File: src/sv/fcp_pkg.sv
// Shared types and constants for the framed command parser.
// No dependencies; used by fcp_store.sv and framed_command_parser.sv.
package fcp_pkg;

  // Field widths
  localparam int BYTE_W    = 8;
  localparam int LEN_W     = 5;
  localparam int IN_DATA_W = 8;
  localparam int OUT_DATA_W = 32;
  localparam int CFG_IDX_W = 1;

  // Length limit: lengths below it fit the 5-bit field and the store
  localparam int LEN_LIMIT_MAX = 32;

  // Register indexes on the configuration channel
  localparam logic [CFG_IDX_W-1:0] REG_SYNC_FIRST  = 1'b0;
  localparam logic [CFG_IDX_W-1:0] REG_SYNC_SECOND = 1'b1;

  // Register reset values
  localparam logic [BYTE_W-1:0] SYNC_FIRST_RST  = 8'hAA;
  localparam logic [BYTE_W-1:0] SYNC_SECOND_RST = 8'h66;

  // Accepted function codes
  localparam logic [BYTE_W-1:0] FUNC_READ   = 8'h01;
  localparam logic [BYTE_W-1:0] FUNC_WRITE  = 8'h02;
  localparam logic [BYTE_W-1:0] FUNC_MOVE   = 8'h03;
  localparam logic [BYTE_W-1:0] FUNC_SERVO  = 8'h11;

  function automatic logic func_valid(input logic [BYTE_W-1:0] code);
    return (code == FUNC_READ) || (code == FUNC_WRITE) ||
           (code == FUNC_MOVE) || (code == FUNC_SERVO);
  endfunction

endpackage

File: src/sv/fcp_store.sv
// Payload byte store for the framed command parser: one write port and one
// registered read port. Depends on fcp_pkg.
module fcp_store #(
  parameter int DEPTH  = 31,
  parameter int ADDR_W = 5
) (
  input  logic                        clk,
  input  logic                        wr_en,
  input  logic [ADDR_W-1:0]           wr_addr,
  input  logic [fcp_pkg::BYTE_W-1:0]  wr_data,
  input  logic                        rd_en,
  input  logic [ADDR_W-1:0]           rd_addr,
  output logic [fcp_pkg::BYTE_W-1:0]  rd_data
);

  logic [fcp_pkg::BYTE_W-1:0] mem [DEPTH];

  // Write one payload byte
  always_ff @(posedge clk) begin
    if (wr_en) begin
      mem[wr_addr] <= wr_data;
    end
  end

  // Registered read, held while idle
  always_ff @(posedge clk) begin
    if (rd_en) begin
      rd_data <= mem[rd_addr];
    end
  end

endmodule

File: src/sv/framed_command_parser.sv
// Framed command parser top level: byte stream in, per-payload-byte results out.
// Depends on fcp_pkg and fcp_store.
//
// Bytes arrive on the slave stream one per request; each byte is accepted,
// then makes one pass through the shared compare and add unit. The frame is
// two sync bytes, a function code (0x01, 0x02, 0x03 or 0x11), a length below
// min(PAYLOAD_CAPACITY, 32), the payload and a checksum equal to the inverted
// 8-bit sum of function, length and payload. On a matching checksum with a
// payload, one result per payload byte leaves on the master stream, each read
// through the single read port of the payload store before it loads; a bad
// checksum or an empty payload gives one result with zero payload. No input
// byte is taken while results of a frame are being read out, nor while a
// frame's last result waits and the next byte would be a checksum.
module framed_command_parser #(
  parameter int PAYLOAD_CAPACITY = 32
) (
  input  logic                                  clk,
  input  logic                                  rst,
  // rx_byte [7:0]
  input  logic [fcp_pkg::IN_DATA_W-1:0]         s_tdata,
  input  logic                                  s_tvalid,
  output logic                                  s_tready,
  // function_code [7:0], payload_length [12:8], payload_byte [20:13],
  // byte_position [25:21], zero fill [31:26]
  output logic [fcp_pkg::OUT_DATA_W-1:0]        m_tdata,
  // checksum_ok [0]
  output logic                                  m_tuser,
  output logic                                  m_tlast,
  output logic                                  m_tvalid,
  input  logic                                  m_tready,
  input  logic                                  cfg_valid,
  output logic                                  cfg_ready,
  input  logic [fcp_pkg::CFG_IDX_W-1:0]         cfg_index,
  input  logic [fcp_pkg::BYTE_W-1:0]            cfg_data
);

  localparam int LEN_LIMIT = (PAYLOAD_CAPACITY > fcp_pkg::LEN_LIMIT_MAX) ?
                             fcp_pkg::LEN_LIMIT_MAX : PAYLOAD_CAPACITY;
  localparam int STORE_DEPTH = LEN_LIMIT - 1;
  localparam int ADDR_W = (STORE_DEPTH > 1) ? $clog2(STORE_DEPTH) : 1;
  localparam logic [fcp_pkg::BYTE_W:0] LIMIT_CMP = (fcp_pkg::BYTE_W+1)'(LEN_LIMIT);
  localparam int PAD_W = fcp_pkg::OUT_DATA_W - 2 * fcp_pkg::BYTE_W - 2 * fcp_pkg::LEN_W;

  typedef enum logic [2:0] {
    PH_SYNC1 = 3'd0,
    PH_SYNC2 = 3'd1,
    PH_FUNC  = 3'd2,
    PH_LEN   = 3'd3,
    PH_DATA  = 3'd4,
    PH_CSUM  = 3'd5
  } phase_t;

  typedef enum logic [1:0] {
    ST_IDLE,
    ST_PARSE,
    ST_READ,
    ST_LOAD
  } state_t;

  state_t                        state;
  phase_t                        phase;
  logic [fcp_pkg::BYTE_W-1:0]    sync_first;
  logic [fcp_pkg::BYTE_W-1:0]    sync_second;
  logic [fcp_pkg::BYTE_W-1:0]    rx_byte;
  logic [fcp_pkg::BYTE_W-1:0]    frame_function;
  logic [fcp_pkg::LEN_W-1:0]     frame_length;
  logic [fcp_pkg::LEN_W-1:0]     payload_count;
  logic [fcp_pkg::BYTE_W-1:0]    running_sum;
  logic [fcp_pkg::LEN_W-1:0]     emit_index;
  logic                          emit_single;
  logic                          frame_ok;

  // Output register fields
  logic [fcp_pkg::BYTE_W-1:0]    out_function;
  logic [fcp_pkg::LEN_W-1:0]     out_length;
  logic [fcp_pkg::BYTE_W-1:0]    out_payload;
  logic [fcp_pkg::LEN_W-1:0]     out_position;
  logic                          out_ok;
  logic                          out_last;
  logic                          out_valid;

  // Shared unit operands and results
  logic [fcp_pkg::BYTE_W-1:0]    cmp_ref;
  logic                          cmp_match;
  logic [fcp_pkg::BYTE_W-1:0]    add_base;
  logic [fcp_pkg::BYTE_W-1:0]    sum_next;
  logic [fcp_pkg::LEN_W-1:0]     count_next;
  logic                          len_too_big;
  logic                          out_free;
  logic                          emit_last;

  logic                          wr_en;
  logic                          rd_en;
  logic [fcp_pkg::BYTE_W-1:0]    rd_data;

  // Select the compare reference for the current phase
  always_comb begin
    case (phase)
      PH_SYNC2: cmp_ref = sync_second;
      PH_CSUM:  cmp_ref = ~running_sum;
      default:  cmp_ref = sync_first;
    endcase
  end

  // Shared compare and add unit
  assign cmp_match   = (rx_byte == cmp_ref);
  assign add_base    = (phase == PH_FUNC) ? '0 : running_sum;
  assign sum_next    = add_base + rx_byte;
  assign count_next  = payload_count + fcp_pkg::LEN_W'(1);
  assign len_too_big = ({1'b0, rx_byte} >= LIMIT_CMP);

  assign out_free  = !out_valid || m_tready;
  assign emit_last = emit_single || ((emit_index + fcp_pkg::LEN_W'(1)) == frame_length);

  // Handshakes
  assign s_tready  = !rst && (state == ST_IDLE) && !(out_valid && (phase == PH_CSUM));
  assign cfg_ready = !rst;
  assign wr_en     = (state == ST_PARSE) && (phase == PH_DATA);
  assign rd_en     = (state == ST_READ);

  fcp_store #(
    .DEPTH  (STORE_DEPTH),
    .ADDR_W (ADDR_W)
  ) u_store (
    .clk     (clk),
    .wr_en   (wr_en),
    .wr_addr (payload_count[ADDR_W-1:0]),
    .wr_data (rx_byte),
    .rd_en   (rd_en),
    .rd_addr (emit_index[ADDR_W-1:0]),
    .rd_data (rd_data)
  );

  // Configuration registers
  always_ff @(posedge clk) begin
    if (rst) begin
      sync_first  <= fcp_pkg::SYNC_FIRST_RST;
      sync_second <= fcp_pkg::SYNC_SECOND_RST;
    end else if (cfg_valid) begin
      unique case (cfg_index)
        fcp_pkg::REG_SYNC_FIRST:  sync_first  <= cfg_data;
        fcp_pkg::REG_SYNC_SECOND: sync_second <= cfg_data;
        default: ;
      endcase
    end
  end

  // Sequencer: parse one byte, then read out results
  always_ff @(posedge clk) begin
    if (rst) begin
      state          <= ST_IDLE;
      phase          <= PH_SYNC1;
      frame_function <= '0;
      frame_length   <= '0;
      payload_count  <= '0;
      running_sum    <= '0;
      emit_index     <= '0;
      emit_single    <= 1'b0;
      frame_ok       <= 1'b0;
      out_valid      <= 1'b0;
    end else begin
      // Retire a taken result unless the next one loads in its place
      if (out_valid && m_tready && (state != ST_LOAD)) begin
        out_valid <= 1'b0;
      end

      unique case (state)
        ST_IDLE: begin
          if (s_tvalid && s_tready) begin
            rx_byte <= s_tdata;
            state   <= ST_PARSE;
          end
        end

        ST_PARSE: begin
          if (phase != PH_CSUM) begin
            state <= ST_IDLE;
          end
          unique case (phase)
            PH_SYNC1: phase <= cmp_match ? PH_SYNC2 : PH_SYNC1;
            PH_SYNC2: phase <= cmp_match ? PH_FUNC : PH_SYNC1;
            PH_FUNC: begin
              if (fcp_pkg::func_valid(rx_byte)) begin
                frame_function <= rx_byte;
                running_sum    <= sum_next;
                phase          <= PH_LEN;
              end else begin
                phase <= PH_SYNC1;
              end
            end
            PH_LEN: begin
              if (len_too_big) begin
                // Retest this byte as a first sync byte
                phase <= cmp_match ? PH_SYNC2 : PH_SYNC1;
              end else begin
                frame_length  <= rx_byte[fcp_pkg::LEN_W-1:0];
                running_sum   <= sum_next;
                payload_count <= '0;
                phase <= (rx_byte[fcp_pkg::LEN_W-1:0] == '0) ? PH_CSUM : PH_DATA;
              end
            end
            PH_DATA: begin
              running_sum   <= sum_next;
              payload_count <= count_next;
              if (count_next >= frame_length) begin
                phase <= PH_CSUM;
              end
            end
            PH_CSUM: begin
              frame_ok   <= cmp_match;
              emit_index <= '0;
              if (cmp_match && (frame_length != '0)) begin
                emit_single <= 1'b0;
                state       <= ST_READ;
              end else begin
                emit_single <= 1'b1;
                state       <= ST_LOAD;
              end
            end
            default: phase <= PH_SYNC1;
          endcase
        end

        ST_READ: begin
          state <= ST_LOAD;
        end

        ST_LOAD: begin
          if (out_free) begin
            out_valid    <= 1'b1;
            out_ok       <= frame_ok;
            out_function <= frame_function;
            out_length   <= frame_length;
            out_payload  <= emit_single ? '0 : rd_data;
            out_position <= emit_single ? '0 : emit_index;
            out_last     <= emit_last;
            if (emit_last) begin
              // Close the frame and return to the hunt
              frame_function <= '0;
              frame_length   <= '0;
              payload_count  <= '0;
              running_sum    <= '0;
              phase          <= PH_SYNC1;
              state          <= ST_IDLE;
            end else begin
              emit_index <= emit_index + fcp_pkg::LEN_W'(1);
              state      <= ST_READ;
            end
          end
        end

        default: state <= ST_IDLE;
      endcase
    end
  end

  // Drive the result stream
  assign m_tvalid = out_valid;
  assign m_tuser  = out_ok;
  assign m_tlast  = out_last;
  assign m_tdata  = {{PAD_W{1'b0}}, out_position, out_payload, out_length, out_function};

endmodule
File: config.mk
export PLATFORM = sky130hd
export DESIGN_NAME = framed_command_parser
export DESIGN_NICKNAME = d
export VERILOG_FILES = /design/src/sv/fcp_pkg.sv /design/src/sv/fcp_store.sv /design/src/sv/framed_command_parser.sv
export SDC_FILE = /design/constraint.sdc
export NUM_CORES = 1
export LEC_CHECK = 0
export ABC_CLOCK_PERIOD_IN_PS = 2620
export BUFFER_PORTS_ARGS = -buffer_cell sky130_fd_sc_hd__buf_2
export CAP_MARGIN = 25
export CORE_ASPECT_RATIO = 0.75
export CORE_UTILIZATION = 40
export CTS_BUF_LIST = sky130_fd_sc_hd__clkbuf_4
export CTS_CLUSTER_DIAMETER = 120
export DETAILED_ROUTE_END_ITERATION = 6
export GPL_TIMING_DRIVEN = 0
export PLACE_DENSITY = 0.57
export SYNTH_ARGS = -nofsm -noshare
export SYNTH_HDL_FRONTEND = slang
export SYNTH_SLANG_ARGS = --single-unit
File: constraint.sdc
create_clock -name clk -period 2.62 [get_ports clk]
set_clock_uncertainty 0.15 [all_clocks]
set_input_delay 0.393 -clock clk [delete_from_list [all_inputs] [get_ports clk]]
set_output_delay 0.393 -clock clk [all_outputs]
set_load 0.05 [all_outputs]
==> flow_summary.toml, run 1 <==
[synthesis]
seq_area_frac_synth = 0.683
synth_compound_area_frac = 0.0528
muxShareOfSynthArea = 0.129
synth_seq_cells = 347
synthCells = 894
synth.distinct_cells = 67
synth.cell_area_um2 = 14500
synth_top_family_by_area = "multiplexers"
synthSimpleGateAreaFrac = 0.0842
synth_xor_area_frac = 0.0133
async_flop_share = 0
synthFlopType = "edfxtp_1"
synth_edf_count = 292
avgSynthCellArea_um2 = 16.2
synth_adder_area_share = 0.0161
synth_warnings = 0

[placement]
pre_cts_ws_ns = -0.491
place_hpwl_mm = 23.1
portBuffers = 52
place_congestion = 0.805
place_area_um2 = 15600
placed_cells = 1418

[clock_tree]
cts_tree = "yes"
clk_path_buf_depth = 3
clock_sinks = 347
clk_pin_slew_ns = 0.06
h-tree-depth = 3
cts_buffers = 81
root_buffer = "clkbuf_4"
worstSkewPairLatency_ns = 0.77

[timing]
grt_setup_unrepaired = "yes"
hold_viol = 0
max_freq_mhz = 376
setup_viol = 2
max_slew.worst_pin.slew_ns = 0.853
relSlewSlack = 0.430
fin_crit_sh = 1.01
maxSlewViolCount = 0
period_minus_slack_ns = 2.66
fin_ws_ns = -0.0392
setup_tns_ns = -0.0776

[floorplanning]
die_y_um = 167
core_um2 = 35100
initial_core_util = 0.411
num_io_pins = 59
die_area_um2 = 36900
die_w_um = 222
row_count = 59

[critical_path]
cp-end-kind = "output pin"
crit_type = "flip-flop to output pin"
cp.arrival_ns = 2.12
worstPathRequired_ns = 2.08
crit_path_max_fanout = 7
critPathLaunchType = "flip-flop"

[global_route]
grt_first_pass_wirelength_mm = 53.0
grt_max_degree = 31
grt_overflow = 0
track_usage = 0.194
antenna_found_initial = 3
grt_pass1_vias = 8680

[power_and_ir_drop]
power_density_nw_per_um2 = 598
peakVddDrop_uv = 307
p_leak_nw = 5.98

[routing]
vias_per_cell = 5.35
drc = 0
wirelength_mm = 35.4
first_iter_violations = 796
drtPass1Iterations = 5
drtAntennaViolNets = 0
vias = 8721
drt-wirelength-per-cell_um = 21.7

[finish]
final_area_um2 = 17900
nNetsFinal = 1160
area_growth_pct = 23.5
drive_gt1_frac = 0.369
fin_util = 0.508
fin_cells = 1631

[run]
cap_violations = 0

[outcome]
status = "complete, but fails checks"
violations = "setup timing"

[min_path]
hold_class = "input pin to flip-flop"
==> cell families (layout without fill, tap and decap cells) <==
kind of cell    Yosys count  in the layout
compound gates          104            104
mux                      95             95
flops                   347            347
other cells               1              9
fa+ha+maj                18             18
simple gates            241            241
buf+inv                  66            338
xor+xnor                 22             22
==> cell usage after synthesis, drive strengths merged (11+ instances only) <==
master / instances / area share
a21oi: 22 / 0.0076
dfxtp: 55 / 0.076
nand2: 59 / 0.015
edfxtp: 292 / 0.61
nor3: 14 / 0.0055
or3: 15 / 0.0065
buf: 35 / 0.014
clkbuf: 17 / 0.0044
nand3: 27 / 0.0097
nor2: 51 / 0.013
nor2b: 34 / 0.015
and2: 11 / 0.0048
o21ai: 25 / 0.0087
ha: 17 / 0.015
mux2i: 13 / 0.0090
mux4: 72 / 0.11
inv: 14 / 0.0036
xnor2: 17 / 0.010
==> layer usage <==
metal,up-vias,share of wire,GRT usage
met3,38,0.073,0.0515
li1,3996,-,-
met1,4409,0.48,0.298
met4,0,0.012,0.0489
met2,278,0.43,0.271
met5,-,0,0
==> per-stage QoR <==
step                      total power [mW]  hold slack, ns
after detailed placement              6.40           0.261
after CTS                             10.7         0.00149
after floorplan                       6.28           0.250
final                                 10.7          0.0514
after global routing                  11.1          0.0330
after global placement                6.37           0.258
==> flip-flops by register name, indices dropped and copies added, names as in the netlist, 5 cells and up <==
name,cells
u_store.mem,248
frame_function,8
out_function,8
out_payload,8
running_sum,8
rx_byte,8
sync_first,8
sync_second,8
u_store.rd_data,8
emit_index,5
frame_length,5
out_length,5
out_position,5
payload_count,5
==> worst max-delay path, stage by stage (launching register included) <==
cell       delay, ns
dfxtp_4         0.36
buf_8           0.13
buf_8           0.12
and2_4          0.16
a2111oi_4       0.37
buf_6           0.21
==> power by group <==
part / internal [mW] / total [mW] / switching (mW)
Combinational: 0.154 / 0.362 / 0.208
Clock: 2.21 / 4.32 / 2.10
Sequential: 5.97 / 5.99 / 0.0257
==> final cells by class <==
class                      instances  area [um2]
tap                              457         572
fill                            2987       17300
timing repair buffer             140        1220
inverter                          14        52.6
multi-input combinational        486        4780
antenna                            3        7.51
buffer                            50         343
sequential                       347        9880
clock buffer                     122         916
clock inverter                    12        86.3
==> placed cells by master (no fill, tap or decap), drive strengths merged, types with 5 or more instances in the layout <==
| master | count |
|---|---|
| a211oi | 8 |
| inv | 17 |
| and2 | 11 |
| mux2 | 10 |
| dlygate4sd3 | 35 |
| nor2b | 34 |
| nand2b | 7 |
| a21oi | 22 |
| conb | 6 |
| a32oi | 5 |
| edfxtp | 292 |
| nand2 | 59 |
| nor3 | 14 |
| dfxtp | 55 |
| xor2 | 5 |
| mux4 | 72 |
| nor2 | 51 |
| or3 | 15 |
| ha | 17 |
| nand3 | 27 |
| buf | 137 |
| o21ai | 25 |
| clkinv | 8 |
| mux2i | 13 |
| clkbuf | 140 |
| a22o | 10 |
| xnor2 | 17 |
| and3 | 6 |
==> final timing paths <==
check               startpoint              end  slack (ns)  cells after the start
max                   phase[2]         s_tready       -0.04                      5
min                  cfg_valid   sync_second[7]        0.05                      4
max reg2reg           phase[2]   running_sum[7]       -0.04                     11
min reg2reg  frame_function[0]  out_function[0]        0.29                      0
==> what timing repair did <==
| action | in CTS | in global routing |
|---|---|---|
| setup buffers | 23 | 20 |
| pin swaps | 5 | 25 |
| gates resized for setup | 78 | 80 |
| hold endpoints to repair | 27 | 0 |
| endpoints found under the setup margin | 277 | 298 |
| hold buffers | 35 | 0 |
(Power assumes the default switching activity.)
==> run 2: changes to the inputs <==
--- a/config.mk
+++ b/config.mk
@@ -6,15 +6,15 @@
 export NUM_CORES = 1
 export LEC_CHECK = 0
 export ABC_CLOCK_PERIOD_IN_PS = 2620
-export BUFFER_PORTS_ARGS = -buffer_cell sky130_fd_sc_hd__buf_2
 export CAP_MARGIN = 25
 export CORE_ASPECT_RATIO = 0.75
 export CORE_UTILIZATION = 40
 export CTS_BUF_LIST = sky130_fd_sc_hd__clkbuf_4
 export CTS_CLUSTER_DIAMETER = 120
 export DETAILED_ROUTE_END_ITERATION = 6
+export DONT_BUFFER_PORTS = 1
 export GPL_TIMING_DRIVEN = 0
-export PLACE_DENSITY = 0.57
+export PLACE_DENSITY = 0.55
 export SYNTH_ARGS = -nofsm -noshare
 export SYNTH_HDL_FRONTEND = slang
 export SYNTH_SLANG_ARGS = --single-unit
==> flow_summary.toml, run 2 (same netlist as run 1, synthesis figures left out) <==
[outcome]
status = "complete, but fails checks"
violations = "DRC, setup timing"

[finish]
n_fill_cell = 3014
fin_util = 0.502
largest_register_ffs = 248
area_growth_pct = 22.0
mostFrequentLayoutCells = "edfxtp_1 (292), clkbuf_4 (126), mux4_2 (72)"
nNetsFinal = 1113
layout_commonest_cell = "edfxtp_1"
final_area_um2 = 17600
drive_gt1_frac = 0.329
fin_cells = 1589
max_flop_register = "u_store.mem"

[global_route]
track_usage = 0.200
grt_first_pass_wirelength_mm = 53.9
grt_pass1_vias = 8684
antenna_found_initial = 1
grt_overflow = 0
grt_max_degree = 31

[routing]
drtAntennaViolNets = 0
drt-wirelength-per-cell_um = 22.7
first_iter_violations = 804
drtPass1Iterations = 7
vias_per_cell = 5.41
drc = 9
wirelength_mm = 36.0
vias = 8601

[placement]
placed_cells = 1367
place_congestion = 0.814
place_hpwl_mm = 23.6
place_area_um2 = 15300
portBuffers = 0

[critical_path]
critPathSlowestCell = "a2111oi_4"
cpPeakStageDelay_ns = 0.73
cp-end-kind = "output pin"
crit_buf_inv = 2
crit_path_frequent_cell = "buf_8"
critPathLaunchType = "flip-flop"
crit_type = "flip-flop to output pin"
timing.rr.start = "phase[2]"
startpoint = "phase[2]"
worst_path_dominant_cell_family = "compound AO/OA/AOI/OAI gates"
cp.arrival_ns = 2.27
worstPathRequired_ns = 2.08
cp_cell_sequence = "buf_8, buf_8, and2_4, a2111oi_4"
r2r_slack_ns = -0.02
reg2reg_depth = 11
crit_path_max_fanout = 4
r2r-end = "running_sum[7]"

[min_path]
hold_end = "rx_byte[0]"
hold_class = "input pin to flip-flop"
worstHoldPathCells = 2
worstHoldStart = "rst"

[power_and_ir_drop]
power_density_nw_per_um2 = 604
peakVddDrop_uv = 301
p_leak_nw = 5.83

[clock_tree]
clock_sinks = 347
cts_buffers = 84
root_buffer = "clkbuf_4"
clk_pin_slew_ns = 0.08
worstSkewPairLatency_ns = 0.78
h-tree-depth = 3
clk_path_buf_depth = 3
cts_tree = "yes"

[run]
cap_violations = 0

[floorplanning]
die_area_um2 = 36900
die_w_um = 222
core_um2 = 35100
initial_core_util = 0.411
die_y_um = 167
num_io_pins = 59
row_count = 59

[timing]
setup_viol = 2
grt_setup_unrepaired = "yes"
setup_tns_ns = -0.213
max_freq_mhz = 355
relSlewSlack = 0.432
fin_crit_sh = 1.07
maxSlewViolCount = 0
fin_ws_ns = -0.195
hold_viol = 0
hold_slack_ns = 0.0531
max_slew.worst_pin.slew_ns = 0.851
period_minus_slack_ns = 2.81
run 2: worst max-delay path by stage:
stage | to | slack (ns) | cells past startpoint
finish | s_tready | -0.19 | 4
global route | s_tready | -0.29 | 4
CTS | s_tready | -0.24 | 4
detailed placement | running_sum[7] | -0.52 | 8
global placement | running_sum[7] | -0.84 | 7
floorplan | running_sum[6] | 0.006 | 11
run 2: layout make-up:
class                   instances  area, um2  area share
diodes                          1       2.50    0.000142
plain buffers                  52        363      0.0206
clock buffers                 124        931      0.0528
clock inverters                20       90.1     0.00511
inverters                      14       52.6     0.00298
multi-input cells             486       4740       0.268
flip-flops and latches        347       9880       0.560
well taps                     457        572      0.0324
repair buffers                 88       1010      0.0572
run 2: power by group:
part,leakage [nW],internal [mW],switching (mW)
combinational,2.10,0.143,0.205
sequential,3.11,5.96,0.0244
clock,0.616,2.16,2.15
run 2: what timing repair did:
action                                  4_1_cts  5_1_grt
gates resized for setup                      90       67
pin swaps                                     4        6
cloned                                        2        0
hold buffers                                 39        0
endpoints found under the setup margin      285      316
buffers inserted                             25       11
hold endpoints to repair                     61        0
run 2: metal layers:
| layer | routed length (um) | track usage |
|---|---|---|
| met2 | 15100 | 0.273 |
| met1 | 17800 | 0.300 |
| met4 | 742 | 0.0704 |
| met3 | 2390 | 0.0603 |
| met5 | 0 | 0 |
run 2: through the flow:
stage,power [mW],setup WS [ns]
4_1_cts,10.7,-0.244
3_5_place_dp,6.39,-0.522
2_1_floorplan,6.28,0.00590
5_1_grt,11.1,-0.292
6_report,10.7,-0.195
3_3_place_gp,6.35,-0.842
run 2: worst register-to-register path, stage by stage, from the launching register on:
cell and delay [ns]:
dfxtp_4 0.36, buf_8 0.13, nor3_4 0.25, buf_6 0.15, nor2b_2 0.04, ha_1 0.34, nand3_1 0.11, o211ai_1 0.14
o41ai_2 0.29, xnor2_1 0.13, and3_1 0.19, a211o_1 0.25
